**config.mk**
```make
export PLATFORM = sky130hd
export DESIGN_NAME = grgcs_ctrl
export DESIGN_NICKNAME = d
export VERILOG_FILES = /design/src/rtl/assert_macros.svh /design/src/rtl/grgcs_pkg.sv /design/src/rtl/grgcs_ctrl.sv
export SDC_FILE = /design/constraint.sdc
export NUM_CORES = 1
export LEC_CHECK = 0
export BUFFER_PORTS_ARGS = -buffer_cell sky130_fd_sc_hd__buf_2
export CAP_MARGIN = 25
export CORE_AREA = 2 2 39 41
export CTS_BUF_LIST = sky130_fd_sc_hd__clkbuf_4
export CTS_CLUSTER_SIZE = 8
export DETAILED_ROUTE_END_ITERATION = 12
export DIE_AREA = 0 0 41 43
export PLACE_DENSITY_LB_ADDON = 0.05
export SYNTH_ARGS = -nofsm -noshare
export SYNTH_HDL_FRONTEND = slang
export SYNTH_SLANG_ARGS = --single-unit
```
**constraint.sdc**
```tcl
create_clock -name clk -period 3.9 [get_ports clk]
set_clock_uncertainty 0.15 [all_clocks]
set_input_delay 0.585 -clock clk [delete_from_list [all_inputs] [get_ports clk]]
set_output_delay 0.585 -clock clk [all_outputs]
set_load 0.02 [all_outputs]
```
**src/rtl/assert_macros.svh**
```systemverilog
// Assertion helpers for the top-level RTL. Each use stands on a line of its own.
`ifndef ASSERT_MACROS_SVH
`define ASSERT_MACROS_SVH
// Same-cycle implication, checked at every rising edge outside reset.
`define GR_ASSERT_IMP(lbl, ante, cons) \
  lbl: assert property (@(posedge clk) disable iff (rst) (ante) |-> (cons)) \
    else $error("same-cycle check failed");
// Next-cycle implication, checked at every rising edge outside reset.
`define GR_ASSERT_NXT(lbl, ante, cons) \
  lbl: assert property (@(posedge clk) disable iff (rst) (ante) |=> (cons)) \
    else $error("next-cycle check failed");
`endif

```
**src/rtl/grgcs_pkg.sv**
```systemverilog
package grgcs_pkg;

  localparam int GRID_COLS_DEF  = 64;
  localparam int GRID_ROWS_DEF  = 64;
  localparam int MAX_RADIUS_DEF = 8;

  localparam int CFG_IDX_W = 3;
  localparam int OFF_W     = 6;
  localparam int RAD_W     = 5;

  localparam logic [1:0] CMD_PLAN    = 2'd0;
  localparam logic [1:0] CMD_VISIT   = 2'd1;
  localparam logic [1:0] CMD_UNREACH = 2'd2;

  localparam logic [1:0] MARK_FREE    = 2'd0;
  localparam logic [1:0] MARK_VISITED = 2'd1;
  localparam logic [1:0] MARK_UNREACH = 2'd2;

  localparam logic [CFG_IDX_W-1:0] CFG_ORIGIN_X = 3'd0;
  localparam logic [CFG_IDX_W-1:0] CFG_ORIGIN_Y = 3'd1;
  localparam logic [CFG_IDX_W-1:0] CFG_CELL     = 3'd2;
  localparam logic [CFG_IDX_W-1:0] CFG_COLS     = 3'd3;
  localparam logic [CFG_IDX_W-1:0] CFG_ROWS     = 3'd4;
  localparam logic [CFG_IDX_W-1:0] CFG_INNER    = 3'd5;
  localparam logic [CFG_IDX_W-1:0] CFG_OUTER    = 3'd6;

  localparam logic [30:0] CELL_RESET  = 31'd65536;
  localparam logic [6:0]  USED_RESET  = 7'd64;
  localparam logic [3:0]  INNER_RESET = 4'd1;
  localparam logic [3:0]  OUTER_RESET = 4'd2;

  typedef enum logic [3:0] {
    ST_CLEAR, ST_IDLE, ST_QX, ST_QXW, ST_QY, ST_QYW, ST_CX, ST_CY,
    ST_MARK, ST_CELL, ST_MEM, ST_ABS, ST_SQX, ST_SQY, ST_CMP, ST_RES
  } state_t;

  typedef struct packed {
    logic clr;
    logic load;
    logic q_start;
    logic q_axis;
    logic ctr_x;
    logic ctr_y;
    logic mark_wr;
    logic step;
    logic abs_ld;
    logic sq_x;
    logic sq_y;
    logic cmp;
    logic res_ld;
  } dp_cmd_t;

  typedef struct packed {
    logic clr_last;
    logic q_done;
    logic in_bad;
    logic is_mark;
    logic skip;
    logic free;
    logic last;
    logic out_busy;
  } dp_stat_t;

endpackage

```
**src/rtl/grgcs_ctrl.sv**
```systemverilog
module grgcs_ctrl (
  input  logic               clk,
  input  logic               rst,
  input  logic               in_valid,
  output logic               in_stall,
  input  grgcs_pkg::dp_stat_t stat,
  output grgcs_pkg::dp_cmd_t  cmd
);
  import grgcs_pkg::*;

  state_t state, state_next;

  always_ff @(posedge clk) begin
    if (rst) begin
      state <= ST_CLEAR;
    end else begin
      state <= state_next;
    end
  end

  always_comb begin
    state_next = state;
    case (state)
      ST_CLEAR: if (stat.clr_last) state_next = ST_IDLE;
      ST_IDLE: begin
        if (in_valid) state_next = stat.in_bad ? ST_RES : ST_QX;
      end
      ST_QX:  state_next = ST_QXW;
      ST_QXW: if (stat.q_done) state_next = ST_QY;
      ST_QY:  state_next = ST_QYW;
      ST_QYW: if (stat.q_done) state_next = ST_CX;
      ST_CX:  state_next = ST_CY;
      ST_CY:  state_next = stat.is_mark ? ST_MARK : ST_CELL;
      ST_MARK: state_next = ST_RES;
      ST_CELL: begin
        if (stat.skip) state_next = stat.last ? ST_RES : ST_CELL;
        else state_next = ST_MEM;
      end
      ST_MEM: begin
        if (!stat.free) state_next = stat.last ? ST_RES : ST_CELL;
        else state_next = ST_ABS;
      end
      ST_ABS: state_next = ST_SQX;
      ST_SQX: state_next = ST_SQY;
      ST_SQY: state_next = ST_CMP;
      ST_CMP: state_next = stat.last ? ST_RES : ST_CELL;
      ST_RES: if (!stat.out_busy) state_next = ST_IDLE;
      default: state_next = ST_IDLE;
    endcase
  end

  always_comb begin
    in_stall    = (state != ST_IDLE);
    cmd         = '0;
    cmd.clr     = (state == ST_CLEAR);
    cmd.load    = (state == ST_IDLE) && in_valid;
    cmd.q_start = (state == ST_QX) || (state == ST_QY);
    cmd.q_axis  = (state == ST_QY) || (state == ST_QYW);
    cmd.ctr_x   = (state == ST_CX);
    cmd.ctr_y   = (state == ST_CY);
    cmd.mark_wr = (state == ST_MARK);
    cmd.step    = ((state == ST_CELL) && stat.skip) ||
                  ((state == ST_MEM) && !stat.free) || (state == ST_CMP);
    cmd.abs_ld  = (state == ST_ABS);
    cmd.sq_x    = (state == ST_SQX);
    cmd.sq_y    = (state == ST_SQY);
    cmd.cmp     = (state == ST_CMP);
    cmd.res_ld  = (state == ST_RES) && !stat.out_busy;
  end
endmodule

```
==> impl_summary.md <==
Power
Of the total power, the share spent switching nets is 0.5324. The worst IR drop on VDD is 0.0006326 V. For this design the total switching power over the nets is 0.0003157 W.

Of the total power, the clock network draws 0.084. The sequential share of power is 0.259. The leakage dissipation is 0.3073 nW. The power density of the placed cells is 841.7 nW/µm². The overall power is 0.0005929 W. The share of total power dissipated in combinational logic is 0.657. The cell-internal power is 0.0002772 W.

Floorplanning
The floorplan step defined a die boundary enclosing 1763 µm². The total I/O pin count is 25. The core footprint is 1384 µm². The effective utilization at floorplan is 0.4548. The total number of placement rows is 14. The x dimension of the die is 41 µm. The die is 43 µm tall.

Global routing
The first global-routing pass estimated 2497 µm of wire. The met2 routing resource usage after global routing is 0.2938. Across every metal layer, demand over resource in global routing totals 0.1978. For met3 alone, demand over resource in global routing was 0.03141. The number of antenna violations at the first check in global routing is 0. Entering global routing, the biggest net connects 23 pins.

The total global routing overflow is 0. The most used routing layer in global routing is met2. The number of global-route vias before repair is 593.

The met1 track demand over resource is 0.2926.

Synth
The share of the Yosys chip area taken by registers is 0.1272. Sorting the synthesized cells by area gives the leading types as sky130_fd_sc_hd__dfxtp_1 13%, sky130_fd_sc_hd__buf_6 11%, sky130_fd_sc_hd__nor2b_1 7.0%. For this run, the leading register cell type out of synthesis is sky130_fd_sc_hd__dfxtp_1. Counting every net in the synthesized netlist gives 97. The share of Yosys cell area claimed by the top area cell type is 0.1272. The count of cell types in the netlist is 38. The largest total area in the synthesized netlist belongs to sky130_fd_sc_hd__dfxtp_1. Yosys printed 0 warnings. Synthesis handed over a netlist of 86 instances. The netlist area before placement is 629.4 µm². In this run, synthesis inferred 0 flip-flops with an integrated enable. In this run the mean area of a mapped cell was 7.318 µm².

The count of state elements after synthesis is 4. After synthesis, the share of flip-flops with an asynchronous set or reset is 0.

Detailed routing
In this run, the number of DRC markers left after iteration 0 of detailed routing was 23. The average via count per standard cell is 5.736. The detail route stage leaves a number of antenna-violating nets equal to 0. The detailed-router iteration count before antenna repair is 4. The routed design has 1537 µm of wire. After detailed routing, the number of remaining DRC violations is 0. The wire length per cell is 12.70 µm. The total via count after detailed routing is 694.

Clock tree
The TritonCTS buffer count is 3. In this run the number of H-tree levels came out at 1. Hold repair after CTS inserted 0 buffers. After clock tree synthesis, the setup repair step added 0 buffers. TritonCTS built the clock tree. The clock passes through at most 2 buffers.

The clock insertion delay at the later pin of the skew report is 0.23 ns. The total of cells resized after clock tree synthesis is 0. The post-CTS clock slew at the launch and capture registers of the worst setup and hold paths is 0.04 ns. The total number of clock tree sinks is 4. CTS placed an instance of sky130_fd_sc_hd__clkbuf_4 at the clock tree root.

Worst setup path
STA classifies the critical path endpoint as an output port. STA classifies the critical path startpoint as a flop. The signal arrival time at the worst endpoint is 1.97 ns. Across all register-to-register paths, the minimum setup slack is 1.80 ns. Broken down by cell family, the worst path's largest delay share belongs to flip-flops. For the worst flop-to-flop path, the logic depth is 4. In this run the critical register-to-register path is captured at state[2]. The slowest stage of the critical path belongs to the cell sky130_fd_sc_hd__dfxtp_1. The required time of the worst setup path is 3.16 ns. The startpoint of the worst-slack reg-to-reg timing path is state[1].

The number of buffers and inverters on the critical path is 1. The longest individual stage delay on the worst path is 0.78 ns. The setup path with the least slack is of type flop to output port. The critical-path maximum fanout is 22. Traced cell by cell, the critical path runs through or3b_1 -> a211oi_2 -> or2_1 -> buf_2.

Min path
The number of stages on the worst hold path is 2. The startpoint identified for the worst hold timing path is rst. The worst min-delay path endpoint is state[0].

The min-delay analysis places its worst path in the category input port to flop.

Placement
In this run the tool buffered the top-level ports with 24 buffer cells. The global placer's final weighted congestion is 0.7644. The worst setup timing slack at the placement stage is 1.449 ns. The half-perimeter wire length of the detailed placement result is 1130 µm.

STA
The worst pin sits at a relative slew slack of 0.5150. Setup repair after global routing left no endpoint under its margin. The worst path meets setup with 1.199 ns of slack. For the pin with the worst max-slew slack, the measured transition is 0.7265 ns. After routing, the total negative slack on setup checks comes to 0 ns. For the finished layout, the period the worst path requires is 2.701 ns. The max-slew violation count is 0.

Static timing analysis puts the maximum clock frequency at 0.3702 GHz. The final cycle utilization of the critical path is 0.6926. The count of endpoints failing setup in the final report is 0.

The count of endpoints failing hold in the final timing report is 0.

Layout
The number of filler cells placed in the layout is 147. The top cell types in the final layout, fill and taps aside, are 24 x sky130_fd_sc_hd__buf_2, 10 x sky130_fd_sc_hd__nor2_1, 7 x sky130_fd_sc_hd__nor2b_1. The flip-flop count of the largest register, all copies and words added is 4. The most frequent standard cell in the layout excluding fill and tap cells is sky130_fd_sc_hd__buf_2. The area growth from synthesis to layout is 11.93%. At the end of the flow, the number of nets in the layout was 118. 0 antenna diodes ended up in the layout. The largest registers in the layout are state x4. The largest register by flop count is state. The ratio of cells with drive above 1 in the final layout is 0.2762.

Job
The total of max-cap violations is 0.

Run status
The run finished with clean final reports.
[synth_stat cells (2+ instances only)]
cell type / number
sky130_fd_sc_hd__o21ai_0: 2
sky130_fd_sc_hd__nor3_1: 4
sky130_fd_sc_hd__a31oi_1: 3
sky130_fd_sc_hd__nand2_1: 4
sky130_fd_sc_hd__nand2b_1: 5
sky130_fd_sc_hd__nor2_1: 10
sky130_fd_sc_hd__nor2b_1: 7
sky130_fd_sc_hd__o211ai_1: 2
sky130_fd_sc_hd__nand3b_1: 2
sky130_fd_sc_hd__buf_6: 6
sky130_fd_sc_hd__or3b_1: 2
sky130_fd_sc_hd__dfxtp_1: 4
sky130_fd_sc_hd__and3_1: 2
sky130_fd_sc_hd__a21oi_1: 5
sky130_fd_sc_hd__o21a_1: 4
sky130_fd_sc_hd__o32a_1: 2
[power groups by stage]
stage,clock (W),sequential [W],combinational (W)
global route,0.0000548,0.000165,0.000429
CTS,0.0000518,0.000153,0.000392
finish,0.0000498,0.000154,0.000389
floorplan,0,0.0000704,0.000441
detailed placement,0,0.000154,0.000389
global placement,0,0.000154,0.000391
[kinds of logic (layout without fill, tap and decap cells)]
family / count (synthesis) / in the layout / share of synthesized area
mux: 1 / 1 / 0.01591
buf+inv: 11 / 30 / 0.1570
simple gates: 41 / 41 / 0.3559
compound gates: 28 / 28 / 0.3300
flops: 4 / 4 / 0.1272
xor+xnor: 1 / 1 / 0.01392
[per-stage QoR]
step                instances  hold slack (ns)  utilization  cell area (µm²)
finish                    121           0.3994       0.5090            704.4
global route              121           0.4095       0.5090            704.4
CTS                       121           0.3976       0.5090            704.4
detailed placement        118           0.6374       0.4928            681.9
global placement          118           0.6381       0.4928            681.9
floorplan                  86           0.5071            -            629.4
[how the worst max path moves through the flow]
stage	from	endpoint	slack (ns)	cells after the start
detailed placement	state[1]	cmd[5]	1.45	4
finish	state[1]	cmd[5]	1.20	4
global route	state[1]	cmd[5]	1.07	4
global placement	state[1]	cmd[5]	1.48	4
CTS	state[1]	cmd[5]	1.20	4
floorplan	stat[2]	cmd[5]	1.78	3
[final cells by class]
type                       instances  area, µm²  area share
inverter                           3      11.26     0.01599
sequential                         4      80.08      0.1137
timing repair buffer              24      120.1      0.1705
tap                               16      20.02     0.02842
clock buffer                       3      22.52     0.03197
multi-input combinational         71      450.4      0.6394
[metal layers]
metal / share of wire / vias to the layer above / routed length [µm]
met5: 0 / - / 0
met4: 0 / 0 / 0
met3: 0.060 / 0 / 92
met2: 0.48 / 24 / 740
met1: 0.46 / 319 / 703
li1: - / 351 / -
Note: power is estimated with default switching activity, not from simulation.
